<file path="src/sv/gspd_pkg.sv">
// Shared types, constants and command tables for the gamepad serial poll decoder.
// No dependencies; imported by every module of the block.
package gspd_pkg;

   localparam int FRAME_BYTES_DEF = 9;
   localparam int FRAME_BYTES_MAX = 32;
   localparam int BYTE_IDX_W      = $clog2(FRAME_BYTES_MAX + 1);

   localparam logic [15:0] HALF_PERIOD_RST = 16'd8;

   // request codes carried in req_tuser
   localparam logic [1:0] REQ_NONE  = 2'd0;
   localparam logic [1:0] REQ_READ  = 2'd1;
   localparam logic [1:0] REQ_SETUP = 2'd2;

   // mode byte values reported by the pad
   localparam logic [7:0] MODE_DIGITAL = 8'h41;
   localparam logic [7:0] MODE_ANALOG  = 8'h73;

   // command bytes
   localparam logic [7:0] CMD_START    = 8'h01;
   localparam logic [7:0] CMD_POLL     = 8'h42;
   localparam logic [7:0] CMD_CONFIG   = 8'h43;
   localparam logic [7:0] CMD_SET_MODE = 8'h44;
   localparam logic [7:0] ARG_ONE      = 8'h01;
   localparam logic [7:0] ARG_LOCK     = 8'h03;
   localparam logic [7:0] ARG_PAD      = 8'h5A;

   localparam logic [2:0] SETUP_FRAMES   = 3'd5;
   localparam logic [2:0] SETUP_LAST     = 3'd4;
   localparam logic [2:0] SETUP_ENTER    = 3'd1;
   localparam logic [2:0] SETUP_ANALOG   = 3'd2;
   localparam logic [3:0] SETUP_LEN_LONG = 4'd9;
   localparam logic [3:0] SETUP_LEN_SHRT = 4'd5;

   typedef struct packed {
      logic                  sck;
      logic                  mosi;
      logic                  ss_n;
   } pin_type;

   typedef struct packed {
      logic                  wr_en;
      logic [BYTE_IDX_W-1:0] wr_idx;
      logic [7:0]            wr_data;
      logic                  done;
   } frame_evt_type;

   typedef struct packed {
      logic                  frame_valid;
      logic                  analog_mode;
      logic [15:0]           buttons;
      logic [7:0]            right_x;
      logic [7:0]            right_y;
      logic [7:0]            left_x;
      logic [7:0]            left_y;
   } pad_status_type;

   function automatic logic [2:0] setup_clamp(input logic [2:0] frame);
      setup_clamp = (frame < SETUP_FRAMES) ? frame : SETUP_LAST;
   endfunction

   function automatic logic [3:0] setup_len(input logic [2:0] frame);
      logic [2:0] f;
      f = setup_clamp(frame);
      setup_len = (f == SETUP_ANALOG || f == SETUP_LAST) ? SETUP_LEN_LONG : SETUP_LEN_SHRT;
   endfunction

   // transmit byte of setup frame 'frame', byte 'idx' (idx below nine)
   function automatic logic [7:0] setup_tx_byte(input logic [2:0] frame,
                                                input logic [3:0] idx);
      logic [2:0] f;
      logic [7:0] b;
      f = setup_clamp(frame);
      b = 8'h00;
      if (idx == 4'd0) begin
         b = CMD_START;
      end else if (idx == 4'd1) begin
         if (f == SETUP_ENTER || f == SETUP_LAST) b = CMD_CONFIG;
         else if (f == SETUP_ANALOG)              b = CMD_SET_MODE;
         else                                     b = CMD_POLL;
      end else if (idx == 4'd3 && (f == SETUP_ENTER || f == SETUP_ANALOG)) begin
         b = ARG_ONE;
      end else if (idx == 4'd4 && f == SETUP_ANALOG) begin
         b = ARG_LOCK;
      end else if (idx >= 4'd4 && idx <= 4'd8 && f == SETUP_LAST) begin
         b = ARG_PAD;
      end
      setup_tx_byte = b;
   endfunction

endpackage

</file>
<file path="src/sv/gspd_seq.sv">
// Link sequencer: frame/bit timing, pin levels, command bytes and receive shifter.
// Depends on gspd_pkg.
module gspd_seq #(
   parameter int FRAME_BYTES = gspd_pkg::FRAME_BYTES_DEF
) (
   input  logic                    clock,
   input  logic                    reset,
   input  logic                    step_en,
   input  logic                    tick_en,
   input  logic                    miso_level,
   input  logic [1:0]              req_type,
   input  logic [15:0]             half_period,
   output gspd_pkg::pin_type       pins_in,
   output logic                    busy_in,
   output gspd_pkg::frame_evt_type evt
);
   import gspd_pkg::*;

   typedef enum logic [2:0] {
      PH_IDLE, PH_SEL_GAP, PH_BIT_HIGH, PH_BIT_LOW, PH_BYTE_GAP, PH_END_GAP
   } phase_type;

   localparam logic [BYTE_IDX_W-1:0] LAST_BYTE_CAP = BYTE_IDX_W'(FRAME_BYTES);

   phase_type             phase_ff, phase_in;
   logic                  in_setup_ff, in_setup_in;
   logic [2:0]            sfi_ff, sfi_in;
   logic [BYTE_IDX_W-1:0] byte_ff, byte_in;
   logic [2:0]            bit_ff, bit_in;
   logic [15:0]           tick_ff, tick_in;
   logic [7:0]            rx_ff, rx_in;
   pin_type               pins_ff;

   logic [16:0]           tick_sum;
   logic [15:0]           limit;
   logic                  wrap;
   logic [7:0]            rx_bit;
   logic [BYTE_IDX_W-1:0] frame_len;
   logic [2:0]            sfi_inc;
   logic                  start;
   logic                  drive;
   logic [7:0]            tx_byte;

   assign limit     = (half_period == 16'd0) ? 16'd1 : half_period;
   assign tick_sum  = {1'b0, tick_ff} + 17'd1;
   assign wrap      = tick_sum >= {1'b0, limit};
   assign rx_bit    = rx_ff | (8'(miso_level) << bit_ff);
   assign sfi_inc   = sfi_ff + 3'd1;
   assign frame_len = in_setup_ff ? BYTE_IDX_W'(setup_len(sfi_ff)) : LAST_BYTE_CAP;

   always_comb begin
      phase_in    = phase_ff;
      in_setup_in = in_setup_ff;
      sfi_in      = sfi_ff;
      byte_in     = byte_ff;
      bit_in      = bit_ff;
      tick_in     = tick_ff;
      rx_in       = rx_ff;
      pins_in     = pins_ff;
      evt         = '0;
      start       = 1'b0;
      drive       = 1'b0;
      tx_byte     = 8'h00;

      if (phase_ff == PH_IDLE) begin
         if (req_type == REQ_READ || req_type == REQ_SETUP) begin
            in_setup_in = (req_type == REQ_SETUP);
            if (req_type == REQ_SETUP) sfi_in = 3'd0;
            start = 1'b1;
         end
      end else if (tick_en) begin
         if (!wrap) begin
            tick_in = tick_sum[15:0];
         end else begin
            tick_in = 16'd0;
            unique case (phase_ff)
               PH_SEL_GAP: begin
                  drive = 1'b1;
               end
               PH_BIT_HIGH: begin
                  pins_in.sck = 1'b0;
                  phase_in    = PH_BIT_LOW;
               end
               PH_BIT_LOW: begin
                  pins_in.sck = 1'b1;
                  if (bit_ff == 3'd7) begin
                     evt.wr_en   = !in_setup_ff && (byte_ff < LAST_BYTE_CAP);
                     evt.wr_idx  = byte_ff;
                     evt.wr_data = rx_bit;
                     rx_in       = 8'h00;
                     bit_in      = 3'd0;
                     phase_in    = PH_BYTE_GAP;
                  end else begin
                     rx_in  = rx_bit;
                     bit_in = bit_ff + 3'd1;
                     drive  = 1'b1;
                  end
               end
               PH_BYTE_GAP: begin
                  byte_in = byte_ff + BYTE_IDX_W'(1);
                  if (byte_in < frame_len) begin
                     drive = 1'b1;
                  end else begin
                     pins_in.ss_n = 1'b1;
                     phase_in     = PH_END_GAP;
                  end
               end
               PH_END_GAP: begin
                  if (in_setup_ff) begin
                     if (sfi_inc < SETUP_FRAMES) begin
                        sfi_in = sfi_inc;
                        start  = 1'b1;
                     end else begin
                        sfi_in      = 3'd0;
                        in_setup_in = 1'b0;
                        phase_in    = PH_IDLE;
                     end
                  end else begin
                     evt.done = 1'b1;
                     phase_in = PH_IDLE;
                  end
               end
               PH_IDLE: begin
                  phase_in = PH_IDLE;
               end
               default: begin
                  phase_in = PH_IDLE;
               end
            endcase
         end
      end

      if (start) begin
         pins_in.ss_n = 1'b0;
         byte_in      = '0;
         bit_in       = 3'd0;
         rx_in        = 8'h00;
         tick_in      = 16'd0;
         phase_in     = PH_SEL_GAP;
      end

      // command byte for the bit about to go out
      if (in_setup_ff) begin
         if (byte_in < BYTE_IDX_W'(9)) tx_byte = setup_tx_byte(sfi_ff, byte_in[3:0]);
      end else if (byte_in == BYTE_IDX_W'(0)) begin
         tx_byte = CMD_START;
      end else if (byte_in == BYTE_IDX_W'(1)) begin
         tx_byte = CMD_POLL;
      end

      if (drive) begin
         pins_in.sck  = 1'b1;
         pins_in.mosi = tx_byte[bit_in];
         phase_in     = PH_BIT_HIGH;
      end

      busy_in = (phase_in != PH_IDLE);
   end

   always_ff @(posedge clock) begin
      if (reset) begin
         phase_ff    <= PH_IDLE;
         in_setup_ff <= 1'b0;
         sfi_ff      <= 3'd0;
         byte_ff     <= '0;
         bit_ff      <= 3'd0;
         tick_ff     <= 16'd0;
         rx_ff       <= 8'h00;
         pins_ff     <= '1;
      end else if (step_en) begin
         phase_ff    <= phase_in;
         in_setup_ff <= in_setup_in;
         sfi_ff      <= sfi_in;
         byte_ff     <= byte_in;
         bit_ff      <= bit_in;
         tick_ff     <= tick_in;
         rx_ff       <= rx_in;
         pins_ff     <= pins_in;
      end
   end

   // idle link: select deasserted and clock parked high
   a_idle_pins: assert property (@(posedge clock) disable iff (reset)
      phase_ff == PH_IDLE |-> pins_ff.ss_n && pins_ff.sck)
      else $error("pins not parked while idle");

   // bit counter only moves inside a byte
   a_bit_in_byte: assert property (@(posedge clock) disable iff (reset)
      bit_ff != 3'd0 |-> (phase_ff == PH_BIT_HIGH || phase_ff == PH_BIT_LOW))
      else $error("bit index left nonzero outside a byte");

   // a parse strobe never comes from a setup frame
   a_done_read_only: assert property (@(posedge clock) disable iff (reset)
      evt.done |-> !in_setup_ff && phase_ff == PH_END_GAP)
      else $error("frame done outside a read frame end");

   a_byte_bound: assert property (@(posedge clock) disable iff (reset)
      byte_ff <= LAST_BYTE_CAP)
      else $error("byte index ran past frame length");

endmodule

</file>
<file path="src/sv/gspd_parse.sv">
// Receive byte store and frame parser: mode check, button inversion, stick capture.
// Depends on gspd_pkg; fed by gspd_seq.
module gspd_parse #(
   parameter int FRAME_BYTES = gspd_pkg::FRAME_BYTES_DEF
) (
   input  logic                     clock,
   input  logic                     reset,
   input  logic                     step_en,
   input  gspd_pkg::frame_evt_type  evt,
   output gspd_pkg::pad_status_type status_in
);
   import gspd_pkg::*;

   logic [7:0]     frame_bytes_ff [FRAME_BYTES];
   pad_status_type status_ff;
   logic [7:0]     mode;

   // only entries written in the current frame are read at parse time
   always_ff @(posedge clock) begin
      for (int i = 0; i < FRAME_BYTES; i++) begin
         if (step_en && evt.wr_en && evt.wr_idx == BYTE_IDX_W'(i)) begin
            frame_bytes_ff[i] <= evt.wr_data;
         end
      end
   end

   assign mode = frame_bytes_ff[1];

   always_comb begin
      status_in = status_ff;
      if (evt.done) begin
         if (mode != MODE_DIGITAL && mode != MODE_ANALOG) begin
            status_in.frame_valid = 1'b0;
         end else begin
            status_in.frame_valid = 1'b1;
            status_in.buttons     = ~{frame_bytes_ff[4], frame_bytes_ff[3]};
            status_in.analog_mode = (mode == MODE_ANALOG);
            if (mode == MODE_ANALOG) begin
               status_in.right_x = frame_bytes_ff[5];
               status_in.right_y = frame_bytes_ff[6];
               status_in.left_x  = frame_bytes_ff[7];
               status_in.left_y  = frame_bytes_ff[8];
            end
         end
      end
   end

   always_ff @(posedge clock) begin
      if (reset) begin
         status_ff <= '0;
      end else if (step_en) begin
         status_ff <= status_in;
      end
   end

endmodule

</file>
<file path="src/sv/gamepad_serial_poll_decoder.sv">
// Top level of the gamepad serial poll decoder: input register, sequencer, parser,
// result register and half-period CSR. Depends on gspd_pkg, gspd_seq, gspd_parse.
//
// Master side of a PS2-style gamepad link. Each req item is one link cycle: a tick
// strobe, the sampled data-in pin and a request (read frame or five-frame setup
// sequence); requests are dropped while busy. Each item yields exactly one rsp item
// carrying the pin levels and decoded pad state after that cycle. Throughput is one
// item per clock while rsp is ready: the item is captured in an input register, the
// sequencer and parser step once when the result slot is free and the result lands in
// the output register, which drives rsp_tvalid. The path between the registers is one
// 16-bit tick add/compare plus the step selection. Backpressure on rsp holds the
// pipeline; one item can wait in each register. half_period_ticks is written via the
// csr channel (always ready) and should only be written with no item in flight; a
// value lowered mid-phase ends that phase on the next tick.
module gamepad_serial_poll_decoder #(
   parameter int FRAME_BYTES = gspd_pkg::FRAME_BYTES_DEF
) (
   input  logic        clock,
   input  logic        reset,
   // req_tdata: [0] tick_en, [1] miso_level, [7:2] zero
   input  logic        req_tvalid,
   output logic        req_tready,
   input  logic [7:0]  req_tdata,
   // req_tuser: [1:0] req_type
   input  logic [1:0]  req_tuser,
   // rsp_tdata: [0] sck, [1] mosi, [2] ss_n, [3] busy_res, [4] frame_done,
   //   [5] frame_valid, [6] analog_mode, [22:7] buttons, [30:23] right_x,
   //   [38:31] right_y, [46:39] left_x, [54:47] left_y, [55] zero
   output logic        rsp_tvalid,
   input  logic        rsp_tready,
   output logic [55:0] rsp_tdata,
   // csr_data: half_period_ticks
   input  logic        csr_valid,
   output logic        csr_ready,
   input  logic [15:0] csr_data
);
   import gspd_pkg::*;

   // input register
   logic        in_valid_ff;
   logic        in_tick_ff;
   logic        in_miso_ff;
   logic [1:0]  in_req_ff;

   // result register
   logic        out_valid_ff;
   logic [55:0] out_data_ff;
   logic [55:0] out_data_in;

   logic [15:0] half_period_ff;

   logic           step_en;
   pin_type        pins_in;
   logic           busy_in;
   frame_evt_type  evt;
   pad_status_type status_in;

   // step when an item is waiting and the result slot is free or draining
   assign step_en    = in_valid_ff && (!out_valid_ff || rsp_tready);
   assign req_tready = !in_valid_ff || step_en;
   assign csr_ready  = 1'b1;
   assign rsp_tvalid = out_valid_ff;
   assign rsp_tdata  = out_data_ff;

   always_ff @(posedge clock) begin
      if (reset) begin
         half_period_ff <= HALF_PERIOD_RST;
      end else if (csr_valid) begin
         half_period_ff <= csr_data;
      end
   end

   always_ff @(posedge clock) begin
      if (reset) begin
         in_valid_ff <= 1'b0;
      end else if (req_tready) begin
         in_valid_ff <= req_tvalid;
      end
   end

   always_ff @(posedge clock) begin
      if (req_tready && req_tvalid) begin
         in_tick_ff <= req_tdata[0];
         in_miso_ff <= req_tdata[1];
         in_req_ff  <= req_tuser;
      end
   end

   gspd_seq #(
      .FRAME_BYTES (FRAME_BYTES)
   ) u_seq (
      .clock       (clock),
      .reset       (reset),
      .step_en     (step_en),
      .tick_en     (in_tick_ff),
      .miso_level  (in_miso_ff),
      .req_type    (in_req_ff),
      .half_period (half_period_ff),
      .pins_in     (pins_in),
      .busy_in     (busy_in),
      .evt         (evt)
   );

   gspd_parse #(
      .FRAME_BYTES (FRAME_BYTES)
   ) u_parse (
      .clock     (clock),
      .reset     (reset),
      .step_en   (step_en),
      .evt       (evt),
      .status_in (status_in)
   );

   assign out_data_in = {1'b0,
                         status_in.left_y, status_in.left_x,
                         status_in.right_y, status_in.right_x,
                         status_in.buttons,
                         status_in.analog_mode, status_in.frame_valid,
                         evt.done, busy_in,
                         pins_in.ss_n, pins_in.mosi, pins_in.sck};

   always_ff @(posedge clock) begin
      if (reset) begin
         out_valid_ff <= 1'b0;
      end else if (step_en) begin
         out_valid_ff <= 1'b1;
      end else if (rsp_tready) begin
         out_valid_ff <= 1'b0;
      end
   end

   always_ff @(posedge clock) begin
      if (step_en) begin
         out_data_ff <= out_data_in;
      end
   end

   // every stepped item shows up in the result register next cycle
   a_step_to_rsp: assert property (@(posedge clock) disable iff (reset)
      step_en |=> rsp_tvalid)
      else $error("stepped item did not reach the result register");

   // a frame done pulse in the result always carries an idle link
   a_done_idle: assert property (@(posedge clock) disable iff (reset)
      out_valid_ff && out_data_ff[4] |-> !out_data_ff[3] && out_data_ff[2])
      else $error("frame done reported while busy");

endmodule

</file>
<file path="config.mk">
export PLATFORM = sky130hd
export DESIGN_NAME = gamepad_serial_poll_decoder
export DESIGN_NICKNAME = d
export VERILOG_FILES = /design/src/sv/gspd_pkg.sv /design/src/sv/gspd_seq.sv /design/src/sv/gspd_parse.sv /design/src/sv/gamepad_serial_poll_decoder.sv
export SDC_FILE = /design/constraint.sdc
export NUM_CORES = 1
export LEC_CHECK = 0
export BUFFER_PORTS_ARGS = -buffer_cell sky130_fd_sc_hd__buf_4
export CORE_ASPECT_RATIO = 0.7
export CORE_MARGIN = 2
export CORE_UTILIZATION = 55
export CTS_BUF_LIST = sky130_fd_sc_hd__clkbuf_2 sky130_fd_sc_hd__clkbuf_4 sky130_fd_sc_hd__clkbuf_8
export DETAILED_ROUTE_END_ITERATION = 7
export HOLD_SLACK_MARGIN = 0.02
export PLACE_DENSITY = 0.77
export SKIP_CTS_REPAIR_TIMING = 1
export SLEW_MARGIN = 30
export SYNTH_ARGS = -nofsm -noshare
export SYNTH_HDL_FRONTEND = slang
export SYNTH_SLANG_ARGS = --single-unit
</file>
<file path="constraint.sdc">
create_clock -name clock -period 4.95 [get_ports clock]
set_input_delay 0.2475 -clock clock [delete_from_list [all_inputs] [get_ports clock]]
set_output_delay 0.2475 -clock clock [all_outputs]
set_load 0.005 [all_outputs]
</file>
; ---- Word level (Yosys, flattened, before mapping)
; Memory sizes are Yosys's and may differ from the RTL's.
; Cells that the tools add are included.
; W data, S select, Z words.
[classes]
n_addsub = 4
magnitude_cmp = 9
eq_ne = 29
n_shift = 1
muxes = 140
n_bitwise = 2
n_reduce_logical = 53
[ops]
columns = operator, count
row1 = $mux W8, 22
row2 = $mux W16, 8
row3 = $mux W3, 25
row4 = $reduce_or A8 Y1, 8
row5 = $mux W1, 58
row6 = $mux W50, 1
row7 = $mux W49, 1
row8 = $mux W4, 10
row9 = $mux W32, 1
row10 = $mux W15, 2
row11 = $mux W6, 5
row12 = $eq A6 B3 Y1 const B, 4
row13 = $logic_and A1 B1 Y1, 18
row14 = $add A16 B1 Y17 const B, 1
row15 = $ge A17 B16 Y1, 1
row16 = $logic_not A16 Y1, 1
row17 = $ne A8 B7 Y1 const B, 2
row18 = $not A16 Y16, 1
row19 = $reduce_bool A2 Y1, 8
row20 = $pmux W3 S5, 1
row21 = $mux W7, 2
row22 = $eq A3 B3 Y1 const B, 4
row23 = $eq A6 B1 Y1 const B, 2
row24 = $eq A6 B2 Y1 const B, 2
row25 = other kinds (34), 50
[totals]
register_bits = 170
mem_bits_rw = 72
inputBits = 31
output_inout_bits = 59
mem_count = 1
[mem_list]
columns = name, words, width, rd, rd_ports_with_merged_regs, wr, line
row1 = u_parse.frame_bytes_ff, 9, 8, 7, 0, 1, gspd_parse.sv:14  ; logic [7:0] frame_bytes_ff [FRAME_BYTES];

; ---- Logic depth before layout (Yosys ltp)
; Gate-level depths: netlist (run 1).
[depth]
word_depth = 22
ltp_mapped = 19
depth_no_buf = 17

; ---- Cells and area by module
; A second synthesis (run 1) with hierarchy kept.
[hier_totals]
cells_unflattened = 997
hier_area_um2 = 10515.1
[modules_own_cells]
columns = mod, instances, cells_per_inst, area_each_um2, seq_area_each_um2
row1 = gspd_parse, 1, 373, 4469.3, 2682.6
row2 = gspd_seq, 1, 499, 3584.7, 860.8
row3 = gamepad_serial_poll_decoder, 1, 125, 2461.1, 2132.0

; ---- Worst setup path after synthesis (run 1)
; Ideal clock, no wire load.
[synth_timing]
path_kind = flip-flop to flip-flop
from = register u_seq.tick_ff[3]
to = memory u_parse.frame_bytes_ff[5][0], enable pin
setup_time_ps = 395
arrival_time_ps = 4457
path_slack_ps = 98
path_stages_with_launch = 17
path_buffers = 2
synth_period_minus_slack_ps = 4852
cell_sequence = dfxtp_1 > and4_4 > nand2_1 > nor2_1 > nand4_1 > xnor2_1 > ha_1 > nand4_1 > or4_1 > a21oi_1 > or4_1 > buf_4 > and3_1 > buf_2 > nand3_1 > or4b_2 > nor4_1
[synth_between]
elab_chain_cells = 18
[synth_rtl]
columns = element, line
row1 = start: declaration, gspd_seq.sv:30  ; logic [15:0] tick_ff, tick_in;
row2 = start signal: assignment, gspd_seq.sv:176  ; tick_ff <= tick_in;
row3 = $add A16 B1 Y17 *, gspd_seq.sv:45  ; assign tick_sum = {1'b0, tick_ff} + 17'd1;
row4 = $ge A17 B16 Y1 *, gspd_seq.sv:46  ; assign wrap = tick_sum >= {1'b0, limit};
row5 = $mux W16 *, gspd_seq.sv:72  ; if (!wrap) begin
row6 = $mux W16 *, gspd_seq.sv:71  ; end else if (tick_en) begin
row7 = $mux W16 *, gspd_seq.sv:65  ; if (phase_ff == PH_IDLE) begin
row8 = $eq A6 B1 Y1 or $logic_and A1 B1 Y1 (tied branches), gspd_parse.sv:21  ; if (step_en && evt.wr_en && evt.wr_idx == BYTE_IDX_W'(i)) begin
row9 = $logic_and A1 B1 Y1, gspd_parse.sv:21
row10 = $mux W1, gspd_parse.sv:21
row11 = $mux W1 (implied by the code), gspd_parse.sv:22  ; frame_bytes_ff[i] <= evt.wr_data;
row12 = $reduce_or A8 Y1 (no source line), n/a
row13 = $mux W4 (no source line) or $mux W1 (tied branches) (8 in a row), n/a
row14 = end: declaration, gspd_parse.sv:14
; Every way passes the cells marked *; elsewhere a longest branch is shown, timed or not.

==> results of run 1 <==
==> per-layer routing <==
layer  global-route usage [%]  up-vias  routed length (µm)
met5                        0        -                   0
met2                     33.9      279                9610
met3                     5.04       36                1800
li1                         -     3623                   -
met4                     6.20        0                 366
met1                     33.0     3565               10500
==> flip-flops by register name, summed over array words and instances (netlist names), 2 cells and up <==
register / cells
half_period_ff: 16
in_req_ff: 2
rsp_tdata: 55
u_parse.frame_bytes_ff: 56
u_parse.status_ff: 50
u_seq.bit_ff: 3
u_seq.byte_ff: 6
u_seq.phase_ff: 3
u_seq.pins_ff: 3
u_seq.rx_ff: 8
u_seq.sfi_ff: 3
u_seq.tick_ff: 16
==> critical path, cell delays in order, from the launching register on <==
cell      delay, ns
dfxtp_1        0.42
and4_4         0.26
nand2_1        0.07
nor2_1         0.25
nand4_1        0.15
xnor2_1        0.18
ha_1           0.33
nand4_1        0.15
or4_1          0.56
a21oi_1        0.23
or4_4          0.24
and3_1         0.19
buf_4          0.17
mux2_2         0.36
and3_1         0.18
a211oi_1       0.19
o22ai_1        0.12
a31oi_1        0.26
a21oi_1        0.14
==> area by class of cell <==
class,count,area (µm²)
inverters,27,104
clock buffers,59,699
clock inverters,5,28.8
flip-flops and latches,226,5680
fillers,1381,6100
repair buffers,125,1000
well taps,236,295
multi-input cells,656,4050
==> power by group <==
group / internal (mW) / switching (mW) / leakage (nW)
clock: 0.892 / 0.690 / 0.389
sequential: 2.02 / 0.0331 / 2.10
combinational: 0.122 / 0.146 / 2.26
==> Yosys cell counts (all sizes together), types with 2 or more instances <==
cell      n
nand2   101
buf      17
o31ai     3
mux2i    22
nor2    156
or4       3
conb      2
o21ai    32
a21oi    54
xor2      6
a211oi    3
a21o      8
xnor2    14
inv      27
a31oi    11
o21a      4
clkbuf   39
a311oi    2
a41o      3
nor3     50
nand3    23
nor4      7
nor2b    11
ha       25
edfxtp  115
or3       7
a41oi     3
nor3b     4
and4      3
mux2     34
nand4     8
and3     10
a22oi    17
o211ai    2
and2      7
nand2b    5
dfxtp   111
==> kinds of logic (layout without fill, tap and decap cells) <==
family / after synthesis / count (layout) / synth area share, %
compound gates: 151 / 151 / 9.77
mux: 56 / 56 / 7.11
xor+xnor: 20 / 20 / 1.74
simple gates: 402 / 402 / 18.3
buf+inv: 83 / 216 / 3.53
other cells: 2 / 2 / 0.0746
flops: 226 / 226 / 56.4
fa+ha+maj: 25 / 25 / 3.11
==> stage by stage <==
stage / hold WS, ns / std cells / util [%]
4_1_cts: -0.111 / 1314 / 64.8
3_5_place_dp: 0.427 / 1250 / 60.8
2_1_floorplan: 0.346 / 965 / -
6_report: -0.0129 / 1334 / 66.0
3_3_place_gp: 0.427 / 1250 / 60.8
5_1_grt: 0.0196 / 1334 / 66.0
==> worst paths after layout <==
kind         cells after the start        startpoint           endpoint
max                             18  u_seq.tick_ff[3]       rsp_tdata[1]
min                              3       csr_data[7]  half_period_ff[7]
min reg2reg                      2    u_seq.rx_ff[1]     u_seq.rx_ff[1]
max reg2reg                     18  u_seq.tick_ff[3]       rsp_tdata[1]
==> reports/metrics.csv, run 1 <==
metric;value;unit
outcome;complete, but fails checks;
violated checks;negative hold slack;
Antenna Cells;0;
Synth area leader;edfxtp_1;
Fin Setup TNS;0;ns
ANT nets after route;0;
Hold Vio Cnt, Final;1;
CTS tree;done;
Via density;5.62;
Initial Util;56.1;%
Design Power;3.90;mW
layout cells sized above 1;20.9;%
Area after DPL;10900;µm²
setup slack after layout;0.238;ns
ys async rst share;0;%
IO Port Bufs;81;
Skew-Pair Late Insertion Delay;0.52;ns
Post-synth EDFFs;115;
num rows;41;
largest net degree at the start of global routing;81;
HP Class;input port to flop;
area of the die;19400;µm²
drt drc;0;
Synth top area share;34.3;%
Post-Syn Area;10100;µm²
Crit. End Element;flop;
Synth warnings;0;
GP Congestion;0.910;
H-tree levels;2;
clock root cell;clkbuf_8;
Slew Limit Fails;0;
Area Growth Syn to Fin;17.7;%
crit start category;flop;
final net count;1127;
CTS Buf Count;35;
Global Route Usage Sum;22.5;%
die width;166;µm
WHS;-0.0129;ns
CP arrival;4.95;ns
Die Span Y;117;µm
Relative slew margins;38.8;%
Crit Path Category;flop to flop;
r2r setup slk;0.24;ns
most common cell after layout, fill and taps aside;nor2_1;
Core Area;18000;µm²
total leakage power;4.75;nW
Synth cell types;69;
average wire per standard cell;16.7;µm
synth top area cells;edfxtp_1 34%, dfxtp_1 22%, nor2_1 5.8%;
placed wire-length estimate;14200;µm
ports placed on the boundary;90;
Longest Clk Path Bufs;3;
commonest cells after routing, fill and taps aside;155 x nor2_1, 115 x edfxtp_1, 111 x dfxtp_1;
max-cap violation count;0;
RSZ-0062 raised after global routing;no;
syn nets;1021;
1st-iter DRT viols;644;
final period utilization;95.2;%
clk sinks;226;
Layout Skew;0.0162;ns
clock slew at reported path FFs;0.06;ns
Slew @ Worst Pin;0.919;ns
synthesized flop and latch total;226;
pre-CTS WS;0.163;ns
initial antenna violation count;0;
cell area after layout;11900;µm²
vias in the first global route;6797;
Mapped Cells;965;
post-synthesis area per instance;10.4;µm²
Fmax;0.212;GHz
Finish-stage setup viols;0;
main flop type after synthesis;edfxtp_1;
CP max FO;10;
VDD IR-drop max;0.200;mV
Required @ worst endpoint;5.19;ns
sequential fraction of the synthesis area;56.4;%
first-pass GRT wire length;34800;µm
global route overflow;0;
drt first pass iters;5;
PwrDens;329;nW/µm²
Tmin final;4.71;ns
DRT Wirelength;22200;µm
via count;7503;
No activity file was read; power rests on OpenSTA's default activity.
==> run 2: changes to the inputs <==
- ABC_AREA: default -> 1
- CELL_PAD_IN_SITES_DETAIL_PLACEMENT: default -> 0
- CELL_PAD_IN_SITES_GLOBAL_PLACEMENT: default -> 1
- CORE_UTILIZATION: 55 -> 43
==> run 2 against run 1 <==
The flow now finishes without violations. Cell count is 19% higher. Setup slack improved by 0.19 ns. Critical path depth rose by 4. Combinational power rose by 57%. Power is 3.7% higher. Global-route usage fell by 3.6 points. Die area grew 31%.
==> reports/metrics.csv, run 2 <==
metric;value;unit
outcome;finished, final reports clean;
Mapped Cells;1150;
Fill cells;2266;
Crit Path Category;flop to flop;
Skew-Pair Late Insertion Delay;0.53;ns
Multi-input gate area;3800;µm²
most common cell after layout, fill and taps aside;inv_1;
Synth cell types;52;
clock slew at reported path FFs;0.07;ns
ports placed on the boundary;90;
Layout Skew;0.0289;ns
Fmax;0.221;GHz
Longest Clk Path Bufs;3;
global route overflow;0;
CP max FO;12;
Via density;4.91;
synth cell count leaders;167 x inv_1, 149 x nor2_1, 143 x a21oi_1, 123 x nand2_1, 115 x edfxtp_1;
Fin Setup TNS;0;ns
placed wire-length estimate;15500;µm
VDD IR-drop max;0.185;mV
initial antenna violation count;0;
HP Class;input port to flop;
Critical Path Max Stage Delay;0.75;ns
most flop-heavy register;u_parse.frame_bytes_ff;
crit start category;flop;
Global Route Usage Sum;18.9;%
Relative slew margins;36.6;%
most common cell in the netlist;inv_1;
max FFs per register;56;
final period utilization;91.4;%
clock root cell;clkbuf_8;
Synth area leader;edfxtp_1;
H-tree levels;2;
Top cell by count, worst path;nand2_1;
Slew Limit Fails;0;
Hold Vio Cnt, Final;0;
ys async rst share;0;%
Area Growth Syn to Fin;15.9;%
Crit. End Element;flop;
via count;7798;
GP Congestion;0.807;
largest net degree at the start of global routing;88;
synthesized flop and latch total;226;
flip-flop and latch area;5680;µm²
crit-path cells;ha_1 > nand3_4 > nor2_1 > nand2_1 > nor3_1 > xor2_1 > inv_1 > ha_1 > nand2_1 > inv_1 > nand2_1 > nor2_1 > nand3_1 > nand2_1 > nor2_1 > nand3_4 > nand2_4 > nor2_8 > nand2_4 > inv_1 > nand2_1 > nor2_1;
first-pass GRT wire length;38400;µm
syn nets;1206;
total leakage power;5.35;nW
post-synthesis area per instance;9.05;µm²
1st-iter DRT viols;518;
Synth top area share;33.2;%
layout cells sized above 1;17.9;%
RSZ-0062 raised after global routing;no;
IO Port Bufs;81;
max-cap violation count;0;
Post-Syn Area;10400;µm²
slowest cell on the critical path;nor2_1;
Antenna Cells;0;
area of the die;25500;µm²
Required @ worst endpoint;5.13;ns
Tmin final;4.53;ns
commonest cells after routing, fill and taps aside;164 x inv_1, 149 x nor2_1, 143 x a21oi_1;
Core Area;23700;µm²
average wire per standard cell;14.9;µm
sequential fraction of the synthesis area;54.6;%
synth top area cells;edfxtp_1 33%, dfxtp_1 21%, a21oi_1 6.9%;
cell area after layout;12100;µm²
main flop type after synthesis;edfxtp_1;
drt drc;0;
die width;190;µm
PwrDens;335;nW/µm²
Synth warnings;0;
clk sinks;226;
Post-synth EDFFs;115;
final net count;1300;
num rows;47;
Slew @ Worst Pin;0.948;ns
vias in the first global route;7298;
CP arrival;4.71;ns
ANT nets after route;0;
CTS tree;done;
CTS Buf Count;36;
drt first pass iters;5;
Initial Util;43.9;%
Die Span Y;134;µm
Finish-stage setup viols;0;
DRT Wirelength;23700;µm
Area after DPL;11300;µm²
## run 2: cell types whose count changed in the layout (fill, tap and decap cells not counted), sizes merged, moves of 9 or more
cell,previous run,this run
nand3,23,37
clkinv,3,14
a21oi,54,155
o21ai,32,94
and3,10,0
dlygate4sd3,20,6
nand2,101,141
clkbuf,59,50
a22oi,17,0
mux2i,22,0
inv,28,174
mux2,34,0
nor3,50,20
nor2b,11,0
## run 2: worst max-delay path: cells and delay by family (launching register included)
family	cells	cell delay (ns)
buffers and inverters	3	0.29
XOR/XNOR	1	0.18
adder cells (fa/ha/maj)	2	0.54
flip-flops	1	0.43
AND/OR/NAND/NOR	16	2.73
## run 2: final timing paths
check / from / to / slack [ns] / cells after the start
max: u_seq.tick_ff[0] / u_parse.frame_bytes_ff[6][7] / 0.42 / 22
min: csr_valid / half_period_ff[3] / 0.001 / 2
max reg2reg: u_seq.tick_ff[0] / u_parse.frame_bytes_ff[6][7] / 0.42 / 22
min reg2reg: u_seq.pins_ff[1] / u_seq.pins_ff[1] / 0.47 / 2
## run 2: kinds of logic after synthesis
family                   share of synthesized area, %
AO/OA/AOI/OAI                                    14.3
XOR/XNOR                                         1.35
adder cells (fa/ha/maj)                          3.01
buffers and inverters                            8.95
flip-flops                                       54.6
other                                          0.0722
AND/OR/NAND/NOR                                  17.8
## run 2: power breakdown
part           total (mW)  leakage, nW  internal (mW)  switching, mW
sequential           2.09         2.13           2.05         0.0396
clock                1.54        0.365          0.806          0.732
combinational       0.419         2.86          0.153          0.266
total                4.04         5.35           3.01           1.04
## run 2: cell type report
class / count / area share [%]
Tap cell: 318 / 3.30
Timing Repair Buffer: 106 / 6.99
Sequential cell: 226 / 47.1
Inverter: 174 / 5.47
Multi-Input combinational cell: 700 / 31.5
Clock buffer: 50 / 5.08
Clock inverter: 15 / 0.591
## run 2: per-stage QoR
step	setup WS, ns	cells	hold slack (ns)	power [mW]	utilization [%]
6_report	0.425	1589	0.000959	4.04	50.9
3_3_place_gp	0.493	1517	0.430	2.53	47.6
2_1_floorplan	0.964	1150	0.346	2.42	-
5_1_grt	0.00320	1589	0.0261	4.23	50.9
3_5_place_dp	0.488	1517	0.428	2.54	47.6
4_1_cts	0.470	1582	-0.136	4.09	50.5
## run 2: layer usage
| layer | part of all wire [%] | global-route usage, % | vias up | wire length, µm |
|---|---|---|---|---|
| li1 | - | - | 4009 | - |
| met1 | 53 | 29.0 | 3610 | 12500 |
| met2 | 41 | 27.4 | 156 | 9780 |
| met3 | 4.9 | 3.64 | 23 | 1160 |
| met4 | 1.0 | 4.31 | 0 | 239 |
| met5 | 0 | 0 | - | 0 |
